$ cat config.mk
export PLATFORM = sky130hd
export DESIGN_NAME = eabv_cordic_lane
export DESIGN_NICKNAME = d
export VERILOG_FILES = /design/src/eabv_pkg.sv /design/src/eabv_cordic_lane.sv
export SDC_FILE = /design/constraint.sdc
export NUM_CORES = 2
export LEC_CHECK = 0
export ABC_AREA = 1
export ABC_CLOCK_PERIOD_IN_PS = 6150
export BUFFER_PORTS_ARGS = -buffer_cell sky130_fd_sc_hd__clkbuf_2
export CAP_MARGIN = 20
export CORE_AREA = 2 2 549 414
export CTS_BUF_LIST = sky130_fd_sc_hd__clkbuf_8
export DETAILED_ROUTE_END_ITERATION = 12
export DIE_AREA = 0 0 551 416
export PLACE_DENSITY = 0.7
export SLEW_MARGIN = 20
export SYNTH_ARGS = -nofsm -noshare
export SYNTH_HDL_FRONTEND = slang
export SYNTH_SLANG_ARGS = --single-unit
$ cat constraint.sdc
create_clock -name clock -period 6.15 [get_ports clock]
set_input_delay 0.9225 -clock clock [delete_from_list [all_inputs] [get_ports clock]]
set_output_delay 0.9225 -clock clock [all_outputs]
set_load 0.02 [all_outputs]
$ cat src/eabv_pkg.sv
package eabv_pkg;

   typedef struct packed {
      logic [15:0] yaw;
      logic [15:0] pitch;
      logic [15:0] roll;
   } req_type;

   typedef struct packed {
      logic signed [15:0] forward_x;
      logic signed [15:0] forward_y;
      logic signed [15:0] forward_z;
      logic signed [15:0] right_x;
      logic signed [15:0] right_y;
      logic signed [15:0] right_z;
      logic signed [15:0] up_x;
      logic signed [15:0] up_y;
      logic signed [15:0] up_z;
   } rsp_type;

   localparam int IntFrac = 30;
   localparam int AtanCount = 30;
   localparam logic signed [33:0] GainQ30 = 34'sd652032874;

   function automatic logic signed [33:0] atan_turn(input int i);
      logic [31:0] t;
      case (i)
         0: t = 32'h20000000;  1: t = 32'h12E4051D;  2: t = 32'h09FB385B;
         3: t = 32'h051111D4;  4: t = 32'h028B0D43;  5: t = 32'h0145D7E1;
         6: t = 32'h00A2F61E;  7: t = 32'h00517C55;  8: t = 32'h0028BE53;
         9: t = 32'h00145F2E;  10: t = 32'h000A2F98; 11: t = 32'h000517CC;
         12: t = 32'h00028BE6; 13: t = 32'h000145F3; 14: t = 32'h0000A2F9;
         15: t = 32'h0000517C; 16: t = 32'h000028BE; 17: t = 32'h0000145F;
         18: t = 32'h00000A2F; 19: t = 32'h00000517; 20: t = 32'h0000028B;
         21: t = 32'h00000145; 22: t = 32'h000000A2; 23: t = 32'h00000051;
         24: t = 32'h00000028; 25: t = 32'h00000014; 26: t = 32'h0000000A;
         27: t = 32'h00000005; 28: t = 32'h00000002; 29: t = 32'h00000001;
         default: t = 32'h0;
      endcase
      return signed'({2'b00, t});
   endfunction

endpackage

$ cat src/eabv_cordic_lane.sv
module eabv_cordic_lane #(
   parameter int CORDIC_STEPS = 16,
   parameter int FRAC_BITS = 14
) (
   input  logic clock,
   input  logic [15:0] angle,
   input  logic advance,
   output logic signed [FRAC_BITS+1:0] sine,
   output logic signed [FRAC_BITS+1:0] cosine
);
   import eabv_pkg::*;

   localparam int Stages = (CORDIC_STEPS < AtanCount) ? CORDIC_STEPS : AtanCount;
   localparam int Shift = IntFrac - FRAC_BITS;
   localparam int OW = FRAC_BITS + 2;

   logic signed [33:0] x_start, y_start, z_start;
   logic [1:0] quad_start;
   logic exact_start;

   logic signed [33:0] x_ff [Stages];
   logic signed [33:0] y_ff [Stages];
   logic signed [33:0] z_ff [Stages];
   logic [1:0] quad_ff [Stages];
   logic exact_ff [Stages];

   assign x_start = GainQ30;
   assign y_start = '0;
   assign z_start = signed'({4'b0, angle[13:0], 16'b0});
   assign quad_start = angle[15:14];
   assign exact_start = (angle[13:0] == 14'd0);

   for (genvar i = 0; i < Stages; i++) begin : g_stage
      logic signed [33:0] x_cur, y_cur, z_cur;
      logic [1:0] quad_cur;
      logic exact_cur;
      logic signed [33:0] dx, dy;
      if (i == 0) begin : g_first
         assign x_cur = x_start;
         assign y_cur = y_start;
         assign z_cur = z_start;
         assign quad_cur = quad_start;
         assign exact_cur = exact_start;
      end else begin : g_next
         assign x_cur = x_ff[i-1];
         assign y_cur = y_ff[i-1];
         assign z_cur = z_ff[i-1];
         assign quad_cur = quad_ff[i-1];
         assign exact_cur = exact_ff[i-1];
      end
      assign dx = y_cur >>> i;
      assign dy = x_cur >>> i;
      always_ff @(posedge clock) begin
         if (advance) begin
            quad_ff[i] <= quad_cur;
            exact_ff[i] <= exact_cur;
            if (!z_cur[33]) begin
               x_ff[i] <= x_cur - dx;
               y_ff[i] <= y_cur + dy;
               z_ff[i] <= z_cur - atan_turn(i);
            end else begin
               x_ff[i] <= x_cur + dx;
               y_ff[i] <= y_cur - dy;
               z_ff[i] <= z_cur + atan_turn(i);
            end
         end
      end
   end

   function automatic logic signed [OW-1:0] round_out(input logic signed [33:0] v);
      logic signed [34:0] t;
      logic signed [OW-1:0] one;
      t = 35'(v);
      one = OW'(1) <<< FRAC_BITS;
      if (Shift > 0) t = (t + (35'sd1 <<< (Shift - 1))) >>> Shift;
      if (t > 35'(one)) return one;
      if (t < -35'(one)) return -one;
      return OW'(t);
   endfunction

   logic signed [OW-1:0] s, c, one;
   always_comb begin
      one = OW'(1) <<< FRAC_BITS;
      if (exact_ff[Stages-1]) begin
         s = '0;
         c = one;
      end else begin
         s = round_out(y_ff[Stages-1]);
         c = round_out(x_ff[Stages-1]);
      end
      case (quad_ff[Stages-1])
         2'd0: begin sine = s; cosine = c; end
         2'd1: begin sine = c; cosine = -s; end
         2'd2: begin sine = -s; cosine = -c; end
         default: begin sine = -c; cosine = s; end
      endcase
   end

   logic unused;
   assign unused = ^z_ff[Stages-1];
endmodule

==> implementation parameters <==
Parameter                              Value

STA
  RSZ-0062 raised after global routing ... false
  Maximum clock rate ... 0.1737 GHz
  Shortest period the worst path allows ... 5757 ps
  Slew at the pin closest to its max-slew limit ... 1082 ps
  Relative slew slack ... 27.86%
  Worst clock skew ... 97.46 ps
  Share of the cycle needed by the critical path after routing ... 93.62%
  Aggregate negative setup slack ... 0 ps
  Number of pins exceeding their max-slew limit in the final report ... 0
  PnR worst setup slack ... 392.6 ps
  Finish-stage setup viols ... 0
  Number of hold-slack violations in the final timing report ... 0

Synth
  Most instantiated library cell after synthesis ... sky130_fd_sc_hd__nand2_1
  Largest area contributor in the netlist ... sky130_fd_sc_hd__edfxtp_1
  Unique masters post-synth ... 66
  Prevailing post-synth register cell ... sky130_fd_sc_hd__edfxtp_1
  Yosys warnings ... 0
  Portion of the post-synthesis area used by sequential elements ... 34.27%
  Post-synthesis area per instance ... 8.274 um2
  Number of synthesized flops with an enable pin ... 1,399
  Cell types occupying the most area after synthesis ... sky130_fd_sc_hd__edfxtp_1 34%, sky130_fd_sc_hd__ha_1 14%, sky130_fd_sc_hd__xor2_1 8.7%
  Most instantiated cells after synthesis ... 2,570 x sky130_fd_sc_hd__nand2_1, 1,538 x sky130_fd_sc_hd__inv_1, 1,444 x sky130_fd_sc_hd__nor2_1
  Syn Std Cell Area ... 0.1226 mm2
  Gate count of the mapped netlist ... 14,817
  Post-synthesis async set-or-reset flop share ... 0%
  Share of the synthesized area in the top cell type ... 34.27%
  Synthesis-stage register bit count ... 1,399

Floorplan
  Cell row count ... 151
  Area of the core ... 0.2245 mm2
  Starting density of the core ... 54.62%
  Die ar. ... 0.2292 mm2
  Width of the die ... 551 um
  Io pins ... 50
  Die span in y ... 416 um

GRT
  Aggregate global-route resource usage ... 31.14%
  Maximum number of pins on one net before global-route repair ... 88
  Initial antenna violation count ... 5
  GR Overflow Total ... 0
  Global-route wire length before repair ... 564,400 um
  Number of global-route vias before repair ... 96,338

Finish
  Finished Layout Cells ... 18,252
  Fraction of layout cells with a size suffix above 1 ... 4.468%
  Area Growth Syn to Fin ... 7.359%
  Area of combinational cells with multiple inputs ... 0.07425 mm2
  Share of the core filled with cells ... 58.64%
  Sequential cell area ... 0.04201 mm2
  Filler instances ... 20,478
  Post-layout net count ... 16,452

Drt
  DR pass1 iterations ... 6
  Total via count after detailed routing ... 106,078
  Via density per instance ... 5.812
  Starting DRT DRC Count ... 12,137
  Routed Wire Length ... 364,500 um
  Wire length per cell ... 19.97 um
  Post-route DRC ... 0
  Post-route antenna net violation count ... 0

Clock network
  CTS sink cnt ... 1,399
  Clock tree from TritonCTS ... yes
  Number of levels the H-tree was split into ... 4
  Reg clk slew, reported paths ... 70 ps
  Clock latency of the later-clocked register in the worst-skew pair ... 1060 ps
  Buffer depth of the longest clock path ... 4
  Quantity of hold-fixing buffers added after cts ... 0
  Clock buffer count from CTS ... 240
  Root buffer cell ... sky130_fd_sc_hd__clkbuf_8
  Post-CTS setup buffers ... 0
  Number of instances resized during post-cts repair ... 0

Critical path
  Highest-delay cell along the critical path ... sky130_fd_sc_hd__edfxtp_1
  Combined buffer and inverter count along the critical path ... 2
  Cell breakdown of the critical path ... inv_1 > ha_1 > inv_1 > nor2_1 > nand4_1 > nor3_1 > nand4_1 > nor3_1 > nand4_1 > nor2_1 > a21oi_1 > o21ai_0 > and2_1 > ha_1 > nand2_1 > nor2_1 > nand4_1 > nor4_2 > o21ai_0 > o2111ai_1 > xnor3_1
  Kind of end point of the critical path ... register
  Worst setup SP type ... register
  Arrival time of data at the critical path endpoint ... 6520 ps
  Worst EP required ... 6910 ps
  Critical path fanouts, max ... 5
  Worst path max stage delay ... 460 ps
  Worst path top cell family by delay ... simple AND/OR/NAND/NOR gates
  Most common cell type on the critical path ... sky130_fd_sc_hd__nand4_1
  Critical path start-end classification ... reg2reg

Place
  Cells after DPL ... 17,812
  Total half-perimeter wirelength after legalization and detailed placement ... 296,700 um
  Gpl congestion ... 1.018
  Buffers on Ports ... 49
  Worst slack at placement ... 381.4 ps

Min path
  Hold/Removal Path Class ... in2reg

Run
  Reported max-cap violation count ... 0

Status
  Outcome ... finished, final reports clean
## worst paths after layout
path                        from        endpoint  slack [ps]  cells past startpoint
setup / recovery     x_ff[0][71]    y_ff[0][135]         390                     21
setup reg to reg     x_ff[0][71]    y_ff[0][135]         390                     21
hold / removal         angle[14]   quad_ff[0][0]         100                      1
hold reg to reg   exact_ff[1][4]  exact_ff[1][5]         400                      0
## through the flow
stage	hold slack (ps)	area, um2
after floorplan	400.3	122600
after global placement	400.1	126800
after detailed placement	404.5	126800
after CTS	1.278	131600
after global routing	18.60	131600
final	95.92	131600
## routing by layer
| layer | routed length, um | GRT usage (%) | share of wire [%] | vias up |
|---|---|---|---|---|
| li1 | - | - | - | 52069 |
| met1 | 183500 | 50.96 | 50 | 49214 |
| met2 | 138100 | 41.71 | 38 | 4419 |
| met3 | 36840 | 6.282 | 10 | 374 |
| met4 | 6010 | 5.122 | 1.6 | 2 |
| met5 | 7 | 0 | 0.0019 | - |
## cells in the final DEF, fill, tap and decap left out, types with 35 or more instances in the layout
master and n:
sky130_fd_sc_hd__clkbuf_2 48, sky130_fd_sc_hd__a31oi_1 144, sky130_fd_sc_hd__buf_4 83, sky130_fd_sc_hd__nor4_1 159, sky130_fd_sc_hd__o31ai_1 71, sky130_fd_sc_hd__clkinv_2 52, sky130_fd_sc_hd__a21boi_0 65, sky130_fd_sc_hd__clkinv_1 65
sky130_fd_sc_hd__a221oi_1 67, sky130_fd_sc_hd__nand4_1 162, sky130_fd_sc_hd__fa_1 35, sky130_fd_sc_hd__edfxtp_1 1399, sky130_fd_sc_hd__nand2_2 36, sky130_fd_sc_hd__nor2_1 1443, sky130_fd_sc_hd__clkbuf_8 240, sky130_fd_sc_hd__a21o_1 84
sky130_fd_sc_hd__o2111ai_1 70, sky130_fd_sc_hd__xnor2_1 615, sky130_fd_sc_hd__nand2_1 2558, sky130_fd_sc_hd__ha_1 1328, sky130_fd_sc_hd__inv_1 1577, sky130_fd_sc_hd__nand3_1 477, sky130_fd_sc_hd__o21a_1 181, sky130_fd_sc_hd__nor3_1 257
sky130_fd_sc_hd__a21oi_1 1432, sky130_fd_sc_hd__o21bai_1 85, sky130_fd_sc_hd__xor2_1 1213, sky130_fd_sc_hd__o21ai_0 909, sky130_fd_sc_hd__o22ai_1 38, sky130_fd_sc_hd__or2_2 73
## sequential cells by signal (all words and copies together) (netlist names)
register / count
z_ff: 429
quad_ff: 32
y_ff: 462
x_ff: 460
exact_ff: 16
## worst register-to-register path: stages (launching register included)
cell and delay, ps:
sky130_fd_sc_hd__edfxtp_1 460, sky130_fd_sc_hd__inv_1 260, sky130_fd_sc_hd__ha_1 210, sky130_fd_sc_hd__inv_1 70
sky130_fd_sc_hd__nor2_1 150, sky130_fd_sc_hd__nand4_1 170, sky130_fd_sc_hd__nor3_1 350, sky130_fd_sc_hd__nand4_1 240
sky130_fd_sc_hd__nor3_1 340, sky130_fd_sc_hd__nand4_1 210, sky130_fd_sc_hd__nor2_1 400, sky130_fd_sc_hd__a21oi_1 110
sky130_fd_sc_hd__o21ai_0 230, sky130_fd_sc_hd__and2_1 170, sky130_fd_sc_hd__ha_1 210, sky130_fd_sc_hd__nand2_1 120
sky130_fd_sc_hd__nor2_1 170, sky130_fd_sc_hd__nand4_1 220, sky130_fd_sc_hd__nor4_2 410, sky130_fd_sc_hd__o21ai_0 360
sky130_fd_sc_hd__o2111ai_1 270, sky130_fd_sc_hd__xnor3_1 400
## cells by family (layout without fill, tap and decap cells)
kind of cell    after synthesis  count (layout)  synth area share [%]
compound gates             3267            3267                 15.16
xor+xnor                   1829            1829                 13.08
fa+ha+maj                  1363            1363                 14.13
buf+inv                    1685            2132                 5.201
flops                      1399            1399                 34.27
other cells                   1               6              0.003059
simple gates               5273            5273                 18.17
## cell type report
cell class | instances | share of cell area, %
Timing Repair Buffer | 135 | 0.7101
Antenna cell | 4 | 0.007605
Sequential cell | 1399 | 31.92
Multi-Input combinational cell | 11734 | 56.41
Inverter | 1561 | 4.452
Tap cell | 2983 | 2.836
Clock buffer | 240 | 2.510
Clock inverter | 196 | 1.152
Power is left out: the tool's default activity adds up to more than one toggle a clock period on the data nets, which glitch-free logic cannot reach.
